$ cat config.mk
export PLATFORM = sky130hd
export DESIGN_NAME = tpsg_pose_stack
export DESIGN_NICKNAME = d
export VERILOG_FILES = /design/src/hdl/tpsg_pkg.sv /design/src/hdl/tpsg_pose_stack.sv
export SDC_FILE = /design/constraint.sdc
export NUM_CORES = 2
export LEC_CHECK = 0
export BUFFER_PORTS_ARGS = -buffer_cell sky130_fd_sc_hd__buf_4
export CAP_MARGIN = 25
export CORE_ASPECT_RATIO = 1.4
export CORE_MARGIN = 5
export CORE_UTILIZATION = 55
export DETAILED_ROUTE_END_ITERATION = 7
export PLACE_DENSITY = 0.71
export SYNTH_ARGS = -nofsm -noshare
export SYNTH_HDL_FRONTEND = slang
export SYNTH_SLANG_ARGS = --single-unit
$ cat constraint.sdc
create_clock -name clk -period 5.55 [get_ports clk]
set_clock_uncertainty 0.05 [all_clocks]
set_input_delay 1.11 -clock clk [delete_from_list [all_inputs] [get_ports clk]]
set_output_delay 1.11 -clock clk [all_outputs]
set_load 0.01 [all_outputs]
$ cat src/hdl/tpsg_pkg.sv
`default_nettype none

package tpsg_pkg;

    localparam int STACK_DEPTH = 64;
    localparam int STACK_AW    = (STACK_DEPTH > 1) ? $clog2(STACK_DEPTH) : 1;
    localparam int STACK_CW    = $clog2(STACK_DEPTH + 1);

    localparam int COORD_W    = 24;
    localparam int HEAD_W     = 9;
    localparam int STEP_W     = 16;
    localparam int TRIG_W     = 15;
    localparam int LEVEL_W    = 7;
    localparam int STATUS_W   = 2;
    localparam int SYM_W      = 8;
    localparam int CFG_IDX_W  = 3;
    localparam int CFG_DATA_W = 24;
    localparam int OUT_DATA_W = 104;

    localparam logic [SYM_W-1:0] SYM_FWD   = 8'd70;
    localparam logic [SYM_W-1:0] SYM_PLUS  = 8'd43;
    localparam logic [SYM_W-1:0] SYM_MINUS = 8'd45;
    localparam logic [SYM_W-1:0] SYM_PUSH  = 8'd91;
    localparam logic [SYM_W-1:0] SYM_POP   = 8'd93;

    localparam logic [STATUS_W-1:0] STATUS_NONE      = 2'd0;
    localparam logic [STATUS_W-1:0] STATUS_SEGMENT   = 2'd1;
    localparam logic [STATUS_W-1:0] STATUS_OVERFLOW  = 2'd2;
    localparam logic [STATUS_W-1:0] STATUS_UNDERFLOW = 2'd3;

    localparam logic [CFG_IDX_W-1:0] CFG_STEP_LENGTH   = 3'd0;
    localparam logic [CFG_IDX_W-1:0] CFG_TURN_DEGREES  = 3'd1;
    localparam logic [CFG_IDX_W-1:0] CFG_START_X       = 3'd2;
    localparam logic [CFG_IDX_W-1:0] CFG_START_Y       = 3'd3;
    localparam logic [CFG_IDX_W-1:0] CFG_START_HEADING = 3'd4;

    localparam logic [STEP_W-1:0]  RST_STEP_LENGTH   = 16'd3072;
    localparam logic [HEAD_W-1:0]  RST_TURN_DEGREES  = 9'd15;
    localparam logic [COORD_W-1:0] RST_START_X       = 24'd102400;
    localparam logic [COORD_W-1:0] RST_START_Y       = 24'd204800;
    localparam logic [HEAD_W-1:0]  RST_START_HEADING = 9'd90;

    typedef logic signed [COORD_W-1:0] coord_t;
    typedef logic [HEAD_W-1:0] heading_t;

    typedef struct packed {
        coord_t   x;
        coord_t   y;
        heading_t h;
    } pose_t;

    typedef struct packed {
        logic push;
        logic pop;
        logic clear;
    } stack_ctrl_t;

    function automatic heading_t wrap_deg(input logic [HEAD_W:0] v);
        if (v >= 10'd360)
            return HEAD_W'(v - 10'd360);
        else
            return HEAD_W'(v);
    endfunction

    function automatic coord_t sat_coord(input logic signed [COORD_W:0] v);
        if (v[COORD_W] != v[COORD_W-1])
            return v[COORD_W] ? {1'b1, {(COORD_W-1){1'b0}}} : {1'b0, {(COORD_W-1){1'b1}}};
        else
            return v[COORD_W-1:0];
    endfunction

    function automatic logic [TRIG_W-1:0] quarter_sine(input logic [6:0] idx);
        logic [TRIG_W-1:0] s;
        case (idx)
            7'd0:  s = 15'd0;     7'd1:  s = 15'd572;   7'd2:  s = 15'd1144;
            7'd3:  s = 15'd1715;  7'd4:  s = 15'd2286;  7'd5:  s = 15'd2856;
            7'd6:  s = 15'd3425;  7'd7:  s = 15'd3993;  7'd8:  s = 15'd4560;
            7'd9:  s = 15'd5126;  7'd10: s = 15'd5690;  7'd11: s = 15'd6252;
            7'd12: s = 15'd6813;  7'd13: s = 15'd7371;  7'd14: s = 15'd7927;
            7'd15: s = 15'd8481;  7'd16: s = 15'd9032;  7'd17: s = 15'd9580;
            7'd18: s = 15'd10126; 7'd19: s = 15'd10668; 7'd20: s = 15'd11207;
            7'd21: s = 15'd11743; 7'd22: s = 15'd12275; 7'd23: s = 15'd12803;
            7'd24: s = 15'd13328; 7'd25: s = 15'd13848; 7'd26: s = 15'd14365;
            7'd27: s = 15'd14876; 7'd28: s = 15'd15384; 7'd29: s = 15'd15886;
            7'd30: s = 15'd16384; 7'd31: s = 15'd16877; 7'd32: s = 15'd17364;
            7'd33: s = 15'd17847; 7'd34: s = 15'd18324; 7'd35: s = 15'd18795;
            7'd36: s = 15'd19261; 7'd37: s = 15'd19720; 7'd38: s = 15'd20174;
            7'd39: s = 15'd20622; 7'd40: s = 15'd21063; 7'd41: s = 15'd21498;
            7'd42: s = 15'd21926; 7'd43: s = 15'd22348; 7'd44: s = 15'd22763;
            7'd45: s = 15'd23170; 7'd46: s = 15'd23571; 7'd47: s = 15'd23965;
            7'd48: s = 15'd24351; 7'd49: s = 15'd24730; 7'd50: s = 15'd25102;
            7'd51: s = 15'd25466; 7'd52: s = 15'd25822; 7'd53: s = 15'd26170;
            7'd54: s = 15'd26510; 7'd55: s = 15'd26842; 7'd56: s = 15'd27166;
            7'd57: s = 15'd27482; 7'd58: s = 15'd27789; 7'd59: s = 15'd28088;
            7'd60: s = 15'd28378; 7'd61: s = 15'd28660; 7'd62: s = 15'd28932;
            7'd63: s = 15'd29197; 7'd64: s = 15'd29452; 7'd65: s = 15'd29698;
            7'd66: s = 15'd29935; 7'd67: s = 15'd30163; 7'd68: s = 15'd30382;
            7'd69: s = 15'd30592; 7'd70: s = 15'd30792; 7'd71: s = 15'd30983;
            7'd72: s = 15'd31164; 7'd73: s = 15'd31336; 7'd74: s = 15'd31499;
            7'd75: s = 15'd31651; 7'd76: s = 15'd31795; 7'd77: s = 15'd31928;
            7'd78: s = 15'd32052; 7'd79: s = 15'd32166; 7'd80: s = 15'd32270;
            7'd81: s = 15'd32365; 7'd82: s = 15'd32449; 7'd83: s = 15'd32524;
            7'd84: s = 15'd32588; 7'd85: s = 15'd32643; 7'd86: s = 15'd32688;
            7'd87: s = 15'd32723; 7'd88: s = 15'd32748; 7'd89: s = 15'd32763;
            7'd90: s = 15'd32767;
            default: s = 15'd0;
        endcase
        return s;
    endfunction

    // sign in the top bit, magnitude below
    function automatic logic [TRIG_W:0] sine_mag(input heading_t h);
        logic [6:0] idx;
        logic       neg;
        neg = (h > 9'd180);
        if (h <= 9'd90)
            idx = h[6:0];
        else if (h <= 9'd180)
            idx = 7'(9'd180 - h);
        else if (h <= 9'd270)
            idx = 7'(h - 9'd180);
        else
            idx = 7'(9'd360 - h);
        return {neg, quarter_sine(idx)};
    endfunction

endpackage

`default_nettype wire

$ cat src/hdl/tpsg_pose_stack.sv
`default_nettype none

module tpsg_pose_stack
(
    input  wire logic                          clk,
    input  wire logic                          rst_n,
    input  wire tpsg_pkg::stack_ctrl_t         ctrl,
    input  wire tpsg_pkg::pose_t               pose_in,
    output tpsg_pkg::pose_t                    top,
    output logic [tpsg_pkg::STACK_CW-1:0]      count,
    output logic [tpsg_pkg::STACK_CW-1:0]      count_next
);

    tpsg_pkg::pose_t                  mem [tpsg_pkg::STACK_DEPTH];
    tpsg_pkg::pose_t                  top_reg;
    tpsg_pkg::pose_t                  top_next;
    tpsg_pkg::pose_t                  rd_reg;
    logic [tpsg_pkg::STACK_CW-1:0]    count_reg;
    logic [tpsg_pkg::STACK_CW-1:0]    wptr;
    logic [tpsg_pkg::STACK_CW-1:0]    rptr;
    logic [tpsg_pkg::STACK_AW-1:0]    waddr;
    logic [tpsg_pkg::STACK_AW-1:0]    raddr;
    logic                             we;

    // top of stack sits in top_reg; memory holds the entries below it,
    // and rd_reg always carries the entry just under the top
    always_comb
    begin
        count_next = count_reg;
        top_next   = top_reg;
        we         = 1'b0;
        if (ctrl.clear)
        begin
            count_next = '0;
        end
        else if (ctrl.push)
        begin
            count_next = count_reg + 1'b1;
            top_next   = pose_in;
            we         = (count_reg != '0);
        end
        else if (ctrl.pop)
        begin
            count_next = count_reg - 1'b1;
            top_next   = rd_reg;
        end
        wptr  = count_reg - 1'b1;
        rptr  = count_next - 2'd2;
        waddr = wptr[tpsg_pkg::STACK_AW-1:0];
        raddr = rptr[tpsg_pkg::STACK_AW-1:0];
    end

    always_ff @(posedge clk)
    begin
        if (we)
            mem[waddr] <= top_reg;
        if (we && (waddr == raddr))
            rd_reg <= top_reg;
        else
            rd_reg <= mem[raddr];
        top_reg <= top_next;
    end

    always_ff @(posedge clk or negedge rst_n)
    begin
        if (!rst_n)
            count_reg <= '0;
        else
            count_reg <= count_next;
    end

    assign top   = top_reg;
    assign count = count_reg;

endmodule

`default_nettype wire

# Word-level counts from Yosys, hierarchy flattened
# Memory sizes are Yosys's and may differ from the RTL's. A register that Yosys moved wholly into a read port is not among the register bits.
# Index checks and enable logic that the tools add are counted.
# Widths: inputs -> output; s select.
[totals]
out_inout_bits = 71
n_memories = 1
elab_cells = 21
inputBits = 62
ff_bits = 64
mem_bits_rw = 3648
[mem_list]
columns = ["memory", "depth", "word_bits", "rd", "rd_clocked_by_memory_dff", "write_ports", "line_no", "source"]
rows = [
  ["mem", 64, 57, 1, 1, 1, "tpsg_pose_stack.sv:14", "tpsg_pkg::pose_t mem [tpsg_pkg::STACK_DEPTH];"],
]
[op_classes]
bitwise = 1
add_sub_neg = 3
mux = 9
n_reduce_logical = 3
[ops]
columns = ["cell", "n"]
rows = [
  ["$mux 57", 2],
  ["$mux 7", 3],
  ["$add 7x1->7 const B", 1],
  ["$reduce_bool 7->1", 1],
  ["$sub 7x1->7 const B", 1],
  ["$sub 6x2->6 const B", 1],
  ["$mux 1", 4],
  ["$reduce_and 2->1", 1],
  ["$reduce_bool 2->1", 1],
  ["$not 1->1", 1],
]

# Longest topological paths before layout
[logic_depth]
ltp_word = 5
ltp_mapped = 10

# Least setup slack after synthesis
# OpenSTA, ideal clock, no wires.
[synth_path]
path_kind = "input-to-reg"
start = "input port ctrl[2] (netlist bit)"
end = "memory mem[57][0] (netlist bit), enable pin"
stages = 5
setup_time_ns = 0.472
t_required_ns = 5.028
t_arrival_ns = 4.648
path_slack_ns = 0.380
path_cell_list = "buf_2 > buf_2 > nor4b_1 > nand3_1 > nor2_1"
[synth_via]
elab_chain_len = 4
[synth_lines]
columns = ["element", "line_no", "source"]
rows = [
  ["start, declared", "tpsg_pose_stack.sv:7", "input wire tpsg_pkg::stack_ctrl_t ctrl,"],
  ["$mux 1", "tpsg_pose_stack.sv:36", "else if (ctrl.push)"],
  ["$mux 1", "tpsg_pose_stack.sv:32", "if (ctrl.clear)"],
  ["$mux 1", "tpsg_pose_stack.sv:55", "if (we)"],
  ["$mux 1 (not written as such)", "tpsg_pose_stack.sv:56", "mem[waddr] <= top_reg;"],
  ["end, declared", "tpsg_pose_stack.sv:14", ""],
]
# No other way between the ends.

# Final worst setup path
[layout_path]
start = "register count_reg (netlist bit count[2])"
end = "output port count_next[5] (netlist bit)"
[layout_via]
elab_chain_len = 4
[layout_lines]
columns = ["element", "line_no", "source"]
rows = [
  ["start, declared", "tpsg_pose_stack.sv:18", "logic [tpsg_pkg::STACK_CW-1:0] count_reg;"],
  ["start signal, assigned", "tpsg_pose_stack.sv:69", "count_reg <= count_next;"],
  ["$sub 7x1->7", "-", ""],
  ["$mux 7", "tpsg_pose_stack.sv:42", "else if (ctrl.pop)"],
  ["$mux 7 *", "tpsg_pose_stack.sv:36", ""],
  ["$mux 7 *", "tpsg_pose_stack.sv:32", ""],
  ["end, declared", "tpsg_pose_stack.sv:11", "output logic [tpsg_pkg::STACK_CW-1:0] count_next"],
]
# Every way passes the cells marked *; elsewhere a longest branch is shown, timed or not.

==> summary.md <==
| Metric | Value |
|---|---|
| Setup TNS | `0 ns` |
| Synth Net Count | `7,050` |
| Status | `finished, violations left` |
| Largest net degree at the start of global routing | `100` |
| Worst vdd ir | `~320 uV` |
| Wire per inst | `about 36 um` |
| Hold/Removal Path Class | `reg -> reg` |
| Area contributors post-synth | `edfxtp_1, mux4_2, mux2i_1` |
| Non-Filler Instances | `11,100` |
| DP Area | `roughly 150,000 um2` |
| Register area share after synthesis | `0.786` |
| Fin. Hold Viols | `0` |
| Slew Limit Fails | `0` |
| Number of buffers created by CTS | `338` |
| CP Launch Type | `flop` |
| Core Area | `roughly 260,000 um2` |
| Gr ovfl total | `0` |
| Hpwl dp | `approximately 240,000 um` |
| H-Tree Depth | `5` |
| RSZ-0062 raised after global routing | `no` |
| Antenna viol nets, final | `0` |
| Number of vias per cell | `just under 7` |
| Starting DRC count in detailed routing | `11,000` |
| Die H | `611 um` |
| First-pass GRT wire length | `565,000 um` |
| CP Data Required Time | `4.39 ns` |
| Most frequent CP cell | `nor3_1` |
| Power Dens Cells | `419 nW/um2` |
| Nets | `7,460` |
| Fin crit share | `0.826` |
| Via count | `about 75,000` |
| Power share of the sequential group | `0.493` |
| Leakage | `54.8 nW` |
| Prevailing post-synth register cell | `edfxtp_1` |
| Cell family with most CP delay | `simple AND/OR/NAND/NOR gates` |
| Critical path cell sequence | `or3_1 -> nor4_1 -> nor3_1 -> nor3_1 -> buf_4` |
| Final Cell Area | `160,000 um2` |
| Asr flop ratio synth | `0.00188` |
| Buffers and inverters on the worst path | `1` |
| Clk_lat worst skew | `around 0.91 ns` |
| Fmax | `218 MHz` |
| CTS Hold Bufs | `1` |
| Post-Syn Area | `142,000 um2` |
| Min Hold Slack | `0.527 ns` |
| Worst-Margin Slew | `1.14 ns` |
| Clk root buf | `clkbuf_16` |
| Sw Pwr | `18.0 mW` |
| Clock sink count | `3,718` |
| Max FFs per register | `~3,600` |
| CTS max path bufs | `4` |
| Die ar. | `~270,000 um2` |
| Initial core utilization | `0.552` |
| Slew HR | `0.241` |
| Synth top area share | `0.784` |
| Row count | `220` |
| DR DRC count | `4` |
| Int Power | `49.1 mW` |
| Avg Cell Area, Syn | `20.3 um2` |
| Io pins | `133` |
| Final total power | `roughly 67 mW` |
| WL final | `404,000 um` |
| Clk slew on worst S/H paths | `0.07 ns` |
| Final setup violation count | `0` |
| Gpl congestion | `0.944` |
| Distinct cells, synth | `48` |
| Total GRT Usage | `0.299` |
| Die Wd | `439 um` |
| Area grow syn2layout | `12.9%` |
| Post-cts sizing count | `0` |
| Crit path kind | `reg -> out` |
| Final min period | `~4.6 ns` |
| CP Data Arrival Time | `3.43 ns` |
| Commonest non-fill, non-tap cells in the layout | `edfxtp_1, mux2i_1, mux4_2, buf_4, a22oi_1` |
| Clock share of power | `0.347` |
| Number of flops mapped to enable cells by yosys | `between 3,000 and 4,000` |
| Port bufs | `132` |
| FF+latch count, synth | `roughly 3,700` |
| Max_cap viols | `0` |
| Synth warn | `0` |
| Area leader, netlist | `edfxtp_1` |
| CP max stage delay | `0.65 ns` |
| Max FO, Critical Path | `14` |
| Postcts setup bufs | `0` |
| Logic pwr share | `0.160` |
| CTS tree | `yes` |
| Failing checks | `DRC` |
| Placed cell count | `10,500` |
| Max stage delay cell, worst path | `nor3_1` |
| First-pass DRT Iterations | `8` |
| Commonest non-fill, non-tap cell in the layout | `edfxtp_1` |
| CP endpoint kind | `output port` |
| Antenna violations before repair | `9` |
| Syn Inst Count | `6,984` |
| Vias in the first global route | `74,300` |
| Sw frac | `0.268` |
| Share of cells above drive strength 1 | `0.195` |
==> per-stage QoR <==
stage	setup slack, ns	utilization
floorplan	0.380	-
global placement	1.52	0.581
detailed placement	1.57	0.581
CTS	1.00	0.624
global route	0.799	0.624
finish	0.963	0.624
==> cells in the mapped netlist, types with 2 or more instances <==
master,number
a211oi_1,2
a21oi_1,59
a221o_1,57
a221oi_1,57
a22oi_1,399
a32oi_1,4
and2_1,4
buf_1,45
buf_2,166
buf_4,14
buf_6,17
clkbuf_1,165
dfrtp_1,7
dfxtp_1,6
edfxtp_1,3705
ha_1,4
inv_1,9
mux2i_1,912
mux4_2,456
nand2_1,244
nand2b_1,4
nand3_1,65
nand3b_1,2
nand4_1,59
nand4b_1,2
nand4bb_1,2
nor2_1,193
nor2b_1,5
nor3_1,60
nor3b_1,2
nor4b_1,2
o21ai_0,58
o221ai_1,57
o22ai_1,119
or2_2,2
xnor2_1,5
xor2_1,4
==> metal layers <==
layer	GRT usage	share of wire	vias to the layer above	routed length (um)
li1	-	-	29800	-
met1	0.376	0.33	39000	135000
met2	0.481	0.49	4978	197000
met3	0.0696	0.11	1112	44900
met4	0.170	0.070	4	28200
met5	0	0.000079	-	32
==> final timing paths <==
check	startpoint	to	slack (ns)	depth (start not counted)
max	count[2]$_DFF_PN0_	count_next[5]	0.96	5
min	top[16]$_DFFE_PP_	mem[62][16]$_DFFE_PP_	0.53	0
max reg2reg	count[0]$_DFF_PN0_	mem[16][44]$_DFFE_PP_	1.41	8
min reg2reg	top[16]$_DFFE_PP_	mem[62][16]$_DFFE_PP_	0.53	0
max in group asynchronous	rst_n	count[5]$_DFF_PN0_	4.77	2
min in group asynchronous	rst_n	count[6]$_DFF_PN0_	0.54	2
==> area by class of cell <==
type,instances,area [um2]
Sequential cell,3718,112000
Fill cell,17200,96600
Multi-Input combinational cell,2850,29000
Clock buffer,412,8910
Timing Repair Buffer,477,4400
Tap cell,3441,4310
Clock inverter,196,2000
Inverter,9,33.8
Antenna cell,5,12.5
==> power by group through the flow <==
stage	clock, mW	sequential [mW]	combinational [mW]
after floorplan	0	34.3	5.10
after global placement	0	33.6	10.4
after detailed placement	0	33.7	10.6
after CTS	23.5	33.1	10.6
after global routing	24.7	33.1	11.1
final	23.3	33.1	10.7
==> logic make-up after synthesis <==
| family | share of synthesized area |
|---|---|
| fa+ha+maj | 0.000353 |
| mux | 0.137 |
| flops | 0.786 |
| xor+xnor | 0.000556 |
| buf+inv | 0.0137 |
| compound gates | 0.0422 |
| simple gates | 0.0201 |
Note: power is estimated with default switching activity, not from simulation.
