==> src/hdl/tpsg_pkg.sv <==
`default_nettype none

package tpsg_pkg;

    localparam int STACK_DEPTH = 64;
    localparam int STACK_AW    = (STACK_DEPTH > 1) ? $clog2(STACK_DEPTH) : 1;
    localparam int STACK_CW    = $clog2(STACK_DEPTH + 1);

    localparam int COORD_W    = 24;
    localparam int HEAD_W     = 9;
    localparam int STEP_W     = 16;
    localparam int TRIG_W     = 15;
    localparam int LEVEL_W    = 7;
    localparam int STATUS_W   = 2;
    localparam int SYM_W      = 8;
    localparam int CFG_IDX_W  = 3;
    localparam int CFG_DATA_W = 24;
    localparam int OUT_DATA_W = 104;

    localparam logic [SYM_W-1:0] SYM_FWD   = 8'd70;
    localparam logic [SYM_W-1:0] SYM_PLUS  = 8'd43;
    localparam logic [SYM_W-1:0] SYM_MINUS = 8'd45;
    localparam logic [SYM_W-1:0] SYM_PUSH  = 8'd91;
    localparam logic [SYM_W-1:0] SYM_POP   = 8'd93;

    localparam logic [STATUS_W-1:0] STATUS_NONE      = 2'd0;
    localparam logic [STATUS_W-1:0] STATUS_SEGMENT   = 2'd1;
    localparam logic [STATUS_W-1:0] STATUS_OVERFLOW  = 2'd2;
    localparam logic [STATUS_W-1:0] STATUS_UNDERFLOW = 2'd3;

    localparam logic [CFG_IDX_W-1:0] CFG_STEP_LENGTH   = 3'd0;
    localparam logic [CFG_IDX_W-1:0] CFG_TURN_DEGREES  = 3'd1;
    localparam logic [CFG_IDX_W-1:0] CFG_START_X       = 3'd2;
    localparam logic [CFG_IDX_W-1:0] CFG_START_Y       = 3'd3;
    localparam logic [CFG_IDX_W-1:0] CFG_START_HEADING = 3'd4;

    localparam logic [STEP_W-1:0]  RST_STEP_LENGTH   = 16'd3072;
    localparam logic [HEAD_W-1:0]  RST_TURN_DEGREES  = 9'd15;
    localparam logic [COORD_W-1:0] RST_START_X       = 24'd102400;
    localparam logic [COORD_W-1:0] RST_START_Y       = 24'd204800;
    localparam logic [HEAD_W-1:0]  RST_START_HEADING = 9'd90;

    typedef logic signed [COORD_W-1:0] coord_t;
    typedef logic [HEAD_W-1:0] heading_t;

    typedef struct packed {
        coord_t   x;
        coord_t   y;
        heading_t h;
    } pose_t;

    typedef struct packed {
        logic push;
        logic pop;
        logic clear;
    } stack_ctrl_t;

    function automatic heading_t wrap_deg(input logic [HEAD_W:0] v);
        if (v >= 10'd360)
            return HEAD_W'(v - 10'd360);
        else
            return HEAD_W'(v);
    endfunction

    function automatic coord_t sat_coord(input logic signed [COORD_W:0] v);
        if (v[COORD_W] != v[COORD_W-1])
            return v[COORD_W] ? {1'b1, {(COORD_W-1){1'b0}}} : {1'b0, {(COORD_W-1){1'b1}}};
        else
            return v[COORD_W-1:0];
    endfunction

    function automatic logic [TRIG_W-1:0] quarter_sine(input logic [6:0] idx);
        logic [TRIG_W-1:0] s;
        case (idx)
            7'd0:  s = 15'd0;     7'd1:  s = 15'd572;   7'd2:  s = 15'd1144;
            7'd3:  s = 15'd1715;  7'd4:  s = 15'd2286;  7'd5:  s = 15'd2856;
            7'd6:  s = 15'd3425;  7'd7:  s = 15'd3993;  7'd8:  s = 15'd4560;
            7'd9:  s = 15'd5126;  7'd10: s = 15'd5690;  7'd11: s = 15'd6252;
            7'd12: s = 15'd6813;  7'd13: s = 15'd7371;  7'd14: s = 15'd7927;
            7'd15: s = 15'd8481;  7'd16: s = 15'd9032;  7'd17: s = 15'd9580;
            7'd18: s = 15'd10126; 7'd19: s = 15'd10668; 7'd20: s = 15'd11207;
            7'd21: s = 15'd11743; 7'd22: s = 15'd12275; 7'd23: s = 15'd12803;
            7'd24: s = 15'd13328; 7'd25: s = 15'd13848; 7'd26: s = 15'd14365;
            7'd27: s = 15'd14876; 7'd28: s = 15'd15384; 7'd29: s = 15'd15886;
            7'd30: s = 15'd16384; 7'd31: s = 15'd16877; 7'd32: s = 15'd17364;
            7'd33: s = 15'd17847; 7'd34: s = 15'd18324; 7'd35: s = 15'd18795;
            7'd36: s = 15'd19261; 7'd37: s = 15'd19720; 7'd38: s = 15'd20174;
            7'd39: s = 15'd20622; 7'd40: s = 15'd21063; 7'd41: s = 15'd21498;
            7'd42: s = 15'd21926; 7'd43: s = 15'd22348; 7'd44: s = 15'd22763;
            7'd45: s = 15'd23170; 7'd46: s = 15'd23571; 7'd47: s = 15'd23965;
            7'd48: s = 15'd24351; 7'd49: s = 15'd24730; 7'd50: s = 15'd25102;
            7'd51: s = 15'd25466; 7'd52: s = 15'd25822; 7'd53: s = 15'd26170;
            7'd54: s = 15'd26510; 7'd55: s = 15'd26842; 7'd56: s = 15'd27166;
            7'd57: s = 15'd27482; 7'd58: s = 15'd27789; 7'd59: s = 15'd28088;
            7'd60: s = 15'd28378; 7'd61: s = 15'd28660; 7'd62: s = 15'd28932;
            7'd63: s = 15'd29197; 7'd64: s = 15'd29452; 7'd65: s = 15'd29698;
            7'd66: s = 15'd29935; 7'd67: s = 15'd30163; 7'd68: s = 15'd30382;
            7'd69: s = 15'd30592; 7'd70: s = 15'd30792; 7'd71: s = 15'd30983;
            7'd72: s = 15'd31164; 7'd73: s = 15'd31336; 7'd74: s = 15'd31499;
            7'd75: s = 15'd31651; 7'd76: s = 15'd31795; 7'd77: s = 15'd31928;
            7'd78: s = 15'd32052; 7'd79: s = 15'd32166; 7'd80: s = 15'd32270;
            7'd81: s = 15'd32365; 7'd82: s = 15'd32449; 7'd83: s = 15'd32524;
            7'd84: s = 15'd32588; 7'd85: s = 15'd32643; 7'd86: s = 15'd32688;
            7'd87: s = 15'd32723; 7'd88: s = 15'd32748; 7'd89: s = 15'd32763;
            7'd90: s = 15'd32767;
            default: s = 15'd0;
        endcase
        return s;
    endfunction

    // sign in the top bit, magnitude below
    function automatic logic [TRIG_W:0] sine_mag(input heading_t h);
        logic [6:0] idx;
        logic       neg;
        neg = (h > 9'd180);
        if (h <= 9'd90)
            idx = h[6:0];
        else if (h <= 9'd180)
            idx = 7'(9'd180 - h);
        else if (h <= 9'd270)
            idx = 7'(h - 9'd180);
        else
            idx = 7'(9'd360 - h);
        return {neg, quarter_sine(idx)};
    endfunction

endpackage

`default_nettype wire

==> src/hdl/tpsg_seg_calc.sv <==
`default_nettype none

module tpsg_seg_calc
(
    input  wire logic [tpsg_pkg::STEP_W-1:0] step,
    input  wire tpsg_pkg::heading_t          heading,
    input  wire tpsg_pkg::coord_t            pos_x,
    input  wire tpsg_pkg::coord_t            pos_y,
    output tpsg_pkg::coord_t                 x_end,
    output tpsg_pkg::coord_t                 y_end
);

    logic [tpsg_pkg::HEAD_W:0]           cos_arg;
    tpsg_pkg::heading_t                  cos_h;
    logic [tpsg_pkg::TRIG_W:0]           cos_sm;
    logic [tpsg_pkg::TRIG_W:0]           sin_sm;
    logic [30:0]                         cos_prod;
    logic [30:0]                         sin_prod;
    logic [31:0]                         cos_rnd;
    logic [31:0]                         sin_rnd;
    logic signed [tpsg_pkg::COORD_W:0]   dx;
    logic signed [tpsg_pkg::COORD_W:0]   dy;
    logic signed [tpsg_pkg::COORD_W:0]   sum_x;
    logic signed [tpsg_pkg::COORD_W:0]   sum_y;

    always_comb
    begin
        cos_arg  = {1'b0, heading} + 10'd90;
        cos_h    = tpsg_pkg::wrap_deg(cos_arg);
        cos_sm   = tpsg_pkg::sine_mag(cos_h);
        sin_sm   = tpsg_pkg::sine_mag(heading);
        cos_prod = {15'b0, step} * {16'b0, cos_sm[tpsg_pkg::TRIG_W-1:0]};
        sin_prod = {15'b0, step} * {16'b0, sin_sm[tpsg_pkg::TRIG_W-1:0]};
        cos_rnd  = {1'b0, cos_prod} + 32'd16384;
        sin_rnd  = {1'b0, sin_prod} + 32'd16384;
        dx = cos_sm[tpsg_pkg::TRIG_W] ? -$signed({8'b0, cos_rnd[31:15]})
                                      :  $signed({8'b0, cos_rnd[31:15]});
        dy = sin_sm[tpsg_pkg::TRIG_W] ? -$signed({8'b0, sin_rnd[31:15]})
                                      :  $signed({8'b0, sin_rnd[31:15]});
        sum_x = {pos_x[tpsg_pkg::COORD_W-1], pos_x} + dx;
        sum_y = {pos_y[tpsg_pkg::COORD_W-1], pos_y} - dy;
        x_end = tpsg_pkg::sat_coord(sum_x);
        y_end = tpsg_pkg::sat_coord(sum_y);
    end

endmodule

`default_nettype wire

==> config.mk <==
export PLATFORM = sky130hd
export DESIGN_NAME = tpsg_seg_calc
export DESIGN_NICKNAME = d
export VERILOG_FILES = /design/src/hdl/tpsg_pkg.sv /design/src/hdl/tpsg_seg_calc.sv
export SDC_FILE = /design/constraint.sdc
export NUM_CORES = 2
export LEC_CHECK = 0
export BUFFER_PORTS_ARGS = -buffer_cell sky130_fd_sc_hd__buf_4
export CAP_MARGIN = 15
export CORE_MARGIN = 2
export CORE_UTILIZATION = 50
export DETAILED_ROUTE_END_ITERATION = 8
export PLACE_DENSITY = 0.69
export SYNTH_ARGS = -nofsm -noshare
export SYNTH_HDL_FRONTEND = slang
export SYNTH_SLANG_ARGS = --single-unit
==> constraint.sdc <==
create_clock -name vclk -period 41.3
set_input_delay 2.065 -clock vclk [all_inputs]
set_output_delay 2.065 -clock vclk [all_outputs]
set_load 0.005 [all_outputs]
# Word-level counts from Yosys, hierarchy flattened
# Memories as Yosys holds them, arrays and structs flattened.
# Cells that the tools add are included.
[op_classes]
n_addsub = 14
mul = 2
magnitude_cmp = 9
n_eq_ne = 2
mux = 13
[ops]
columns = ["cell", "n"]
rows = [
  ["$mux 24", 4],
  ["$add 31x15->32 const B", 2],
  ["$mul 16x15->31", 2],
  ["$mux 25", 2],
  ["$neg 17->25", 2],
  ["$mux 7", 6],
  ["$add 25x25->25", 1],
  ["$sub 25x25->25", 1],
  ["$gt 9x8->1 const B", 2],
  ["$le 9x7->1 const B", 2],
  ["$le 9x8->1 const B", 2],
  ["$le 9x9->1 const B", 2],
  ["$sub 6x7->7 const A", 2],
  ["$sub 7x6->7 const B", 2],
  ["$sub 7x7->7 const A", 2],
  ["$add 9x7->10 const B", 1],
  ["$ge 10x9->1 const B", 1],
  ["$mux 9", 1],
  ["$sub 9x9->9 const B", 1],
  ["$ne 1x1->1", 2],
]
[totals]
reg_bits = 0
rom_bits = 3840
in_bits = 73
memories = 2
[mem_list]
columns = ["name", "depth", "width", "read_ports", "rd_ports_with_merged_regs", "wr", "line_no", "source"]
rows = [
  ["(name not given)", 128, 15, 1, 0, 0, "tpsg_pkg.sv:74", "case (idx)"],
  ["(name not given)", 128, 15, 1, 0, 0, "tpsg_pkg.sv:74", ""],
]

# Depth between registers and ports, before layout
# An unclocked memory read counts as a cell.
[logic_depth]
word_depth = 15
depth_mapped = 76
mapped_depth_nobuf = 68

# Least setup slack after synthesis
# No wires, ideal clock.
[synth_timing]
kind = "input-to-output"
from = "input port heading[3]"
to = "output port x_end[10]"
arrival_ns = 16.845
path_slack_ns = 22.390
cell_stages = 72
path_cell_list = "buf_6 -> buf_2 -> inv_1 -> ha_1 -> buf_6 -> a21oi_1 -> xnor2_1 -> ha_1 -> clkbuf_1 -> nor3_1 -> a211o_1 -> a311oi_1 -> nor2b_1 -> buf_2 -> a311oi_1 -> xor2_1 -> a211oi_2 -> clkbuf_1 -> [... 36 more ...] -> a21o_1 -> a21oi_1 -> o21bai_1 -> a21oi_1 -> o21bai_1 -> a21oi_1 -> o21a_1 -> o21ai_0 -> o21ai_0 -> nand2b_1 -> a21o_1 -> a211o_1 -> o211ai_1 -> o21bai_1 -> a21oi_1 -> xnor2_1 -> clkbuf_1 -> maj3_2"
[synth_via]
elab_chain_len = 15
word_cells_on_any_way = 23
cone_classes = "8 x add/sub; 1 x mul; 5 x order compare; 1 x eq/ne; 7 x mux; 1 x memory"
[synth_lines]
columns = ["item", "line_no", "source"]
rows = [
  ["start, declared", "tpsg_seg_calc.sv:6", "input wire tpsg_pkg::heading_t heading,"],
  ["$add 9x7->10 *", "tpsg_seg_calc.sv:28", "cos_arg = {1'b0, heading} + 10'd90;"],
  ["$sub 9x9->9 / $ge 10x9->1 (equally long branches)", "tpsg_pkg.sv:60, tpsg_pkg.sv:59", ""],
  ["$mux 9 *", "tpsg_pkg.sv:59", "if (v >= 10'd360)"],
  ["$le 9x9->1, or another cell as far along", "tpsg_pkg.sv:120", "else if (h <= 9'd270)"],
  ["$mux 7", "tpsg_pkg.sv:120", ""],
  ["$mux 7", "tpsg_pkg.sv:118", "else if (h <= 9'd180)"],
  ["$mux 7", "tpsg_pkg.sv:116", "if (h <= 9'd90)"],
  ["$mem_v2 128x15", "-", ""],
  ["$mul 16x15->31", "tpsg_seg_calc.sv:32", "cos_prod = {15'b0, step} * {16'b0, cos_sm[tpsg_pkg::TRIG_W-1:0]};"],
  ["$add 31x15->32", "tpsg_seg_calc.sv:34", "cos_rnd = {1'b0, cos_prod} + 32'd16384;"],
  ["$neg 17->25", "tpsg_seg_calc.sv:36", "dx = cos_sm[tpsg_pkg::TRIG_W] ? -$signed({8'b0, cos_rnd[31:15]})"],
  ["$mux 25 *", "tpsg_seg_calc.sv:36", ""],
  ["$add 25x25->25 *", "tpsg_seg_calc.sv:40", "sum_x = {pos_x[tpsg_pkg::COORD_W-1], pos_x} + dx;"],
  ["$mux 24 / $ne 1x1->1 (equally long branches)", "tpsg_pkg.sv:67, tpsg_pkg.sv:66", ""],
  ["$mux 24 *", "tpsg_pkg.sv:66", "if (v[COORD_W] != v[COORD_W-1])"],
  ["end, declared", "tpsg_seg_calc.sv:9", "output tpsg_pkg::coord_t x_end,"],
]
# Mark *: on every way between the ends. The rest lies on a longest branch, timed or not.

# Worst setup path in the final report
[layout_timing]
from = "input port heading[3]"
to = "output port x_end[5]"
# Same word-level chain as after synthesis.

==> run_results.csv <==
group,metric,value,unit
sta,grt_setup_unrepaired,"no",
final_layout,drive_above_1_share,0.0836,
yosys,synthAdderAreaFrac,0.440,
floorplanning,rows,82,
yosys,synth_compound_area_frac,0.203,
cts,post_cts_buffers,0,
sta,fin_crit,21.45,ns
critical_path,worstPathMaxFanout,21,
worst_hold_path,hold_class,"in -> out",
global_route,grt-ovfl-total,0,
sta,relSlewSlack,0.304,
critical_path,crit_path_top_delay_cell,"nor2b_1",
floorplanning,io-pin-count,121,
floorplanning,initial_utilization,0.508,
place,hpwl,60300,um
global_route,grt_pass1_vias,24302,
worst_hold_path,worstHoldStart,"pos_y[0]",
yosys,synth_top_family_by_area,"adder cells",
floorplanning,dieArea,52900,um2
detailed_routing,ant_nets,0,
yosys,synth_simple_gate_area_share,0.205,
detailed_routing,drt-initial-drc-count,2007,
yosys,netlist_area,25500,um2
detailed_routing,wl_per_cell,19.5,um
run_status,outcome,"finished, final reports clean",
critical_path,critPathMostFrequentCell,"a21oi_1",
worst_hold_path,min_delay_path_depth,5,
detailed_routing,drcViolationCount,0,
global_route,grt_antenna_before_repair,0,
global_route,grt_max_degree,56,
detailed_routing,vias,23973,
sta,final_hold_viol_count,0,
job,maxCapViolations,0,
cts,cts_resized,0,
sta,finalSetupViolations,0,
yosys,ys_types,117,
floorplanning,die_w,230,um
floorplanning,die_h,230,um
critical_path,critPathMaxStageDelay,0.60,ns
yosys,avgSynthCellArea,7.71,um2
yosys,synthXorXnorAreaFrac,0.0382,
detailed_routing,viasPerCell,6.07,
sta,fmax,46.6,MHz
sta,slew_violations,0,
critical_path,worstPathRequired,39.23,ns
sta,setup-tns-final,0,ns
global_route,grt_usage,0.289,
cts,cts_hold_buf,0,
place,io_buffers,121,
final_layout,sequential_cell_total,0,
critical_path,critPathCaptureType,"output port",
detailed_routing,drt_pass1_iterations,6,
yosys,synth_warnings,0,
final_layout,register_area,0,um2
final_layout,n_clock_buffer,0,
sta,tightest_slew,1.04,ns
worst_hold_path,holdPathEnd,"y_end[0]",
final_layout,layout_common_cells,"451 x inv_1, 447 x nand2_1, 364 x fa_1",
final_layout,layout_commonest_cell,"inv_1",
yosys,ys_seq_area_frac,0,
final_layout,area_growth,5.19,%
yosys,synthMuxAreaShare,0.0148,
sta,fin_crit_sh,0.519,
yosys,synth_nets,4045,
floorplanning,core,50300,um2
final_layout,antenna_cells,0,
final_layout,final_nets,4013,
yosys,syn_inst,3313,
place,place_congestion,0.921,
critical_path,critPathKind,"in -> out",
global_route,grt_pass1_wl,126000,um
critical_path,crit_arrival,19.39,ns
detailed_routing,totalWireLength,77200,um
critical_path,start_kind,"input port",
-- through the flow --
step	hold WS, ns	setup WS (ns)	cells	cell area [um2]	util
2_1_floorplan	4.37	22.39	3313	25500	-
3_3_place_gp	4.61	20.27	3949	26800	0.534
3_5_place_dp	4.61	19.66	3949	26800	0.534
4_1_cts	4.62	19.62	3949	26800	0.534
5_1_grt	4.67	18.81	3951	26900	0.534
6_report	4.62	19.85	3951	26900	0.534
-- per-layer routing --
| layer | vias to the layer above | track usage | share of wire |
|---|---|---|---|
| li1 | 11051 | - | - |
| met1 | 11808 | 0.382 | 0.42 |
| met2 | 965 | 0.509 | 0.49 |
| met3 | 149 | 0.0238 | 0.059 |
| met4 | 0 | 0.0758 | 0.027 |
| met5 | - | 0 | 0 |
-- worst max path at each step --
stage / slack, ns / start / depth (start not counted) / end
2_1_floorplan: 22.39 / heading[3] / 72 / x_end[10]
3_3_place_gp: 20.27 / heading[3] / 68 / x_end[8]
3_5_place_dp: 19.66 / heading[3] / 68 / x_end[5]
4_1_cts: 19.62 / heading[3] / 68 / x_end[5]
5_1_grt: 18.81 / heading[3] / 69 / x_end[4]
6_report: 19.85 / heading[3] / 69 / x_end[5]
-- worst max-delay path, delay by kind of cell --
family | cells | cell delay (ns)
AO/OA/AOI/OAI | 31 | 6.57
adder cells (fa/ha/maj) | 12 | 5.05
AND/OR/NAND/NOR | 9 | 2.16
buffers and inverters | 11 | 1.39
XOR/XNOR | 4 | 1.27
multiplexers | 2 | 0.85
-- Yosys cell counts (25+ instances only) --
library cell,number,share of area
nor2_1,165,0.024
nand3_1,48,0.0094
xnor2_1,72,0.025
and2_1,158,0.039
and3_1,25,0.0061
nand2_1,447,0.066
inv_1,451,0.066
nor2b_1,43,0.011
xor2_1,32,0.011
a211oi_1,36,0.011
ha_1,295,0.14
o211ai_1,29,0.0085
fa_1,364,0.29
nor3_1,45,0.0088
clkbuf_1,153,0.022
o21ai_0,168,0.033
a31oi_1,31,0.0076
nand2b_1,39,0.0096
a21o_1,60,0.018
a21oi_1,176,0.034
-- cell families after synthesis --
group                    after synthesis
adder cells (fa/ha/maj)              682
AO/OA/AOI/OAI                        764
multiplexers                          30
XOR/XNOR                             108
buffers and inverters                654
AND/OR/NAND/NOR                     1075
-- cell type report --
cell class	instances	area, um2
inverters	458	1720
well taps	672	841
multi-input cells	2659	23100
fillers	4832	23400
repair buffers	162	1230
Power is left out: the tool's default activity adds up to more than one toggle a clock period on the data nets, which glitch-free logic cannot reach.
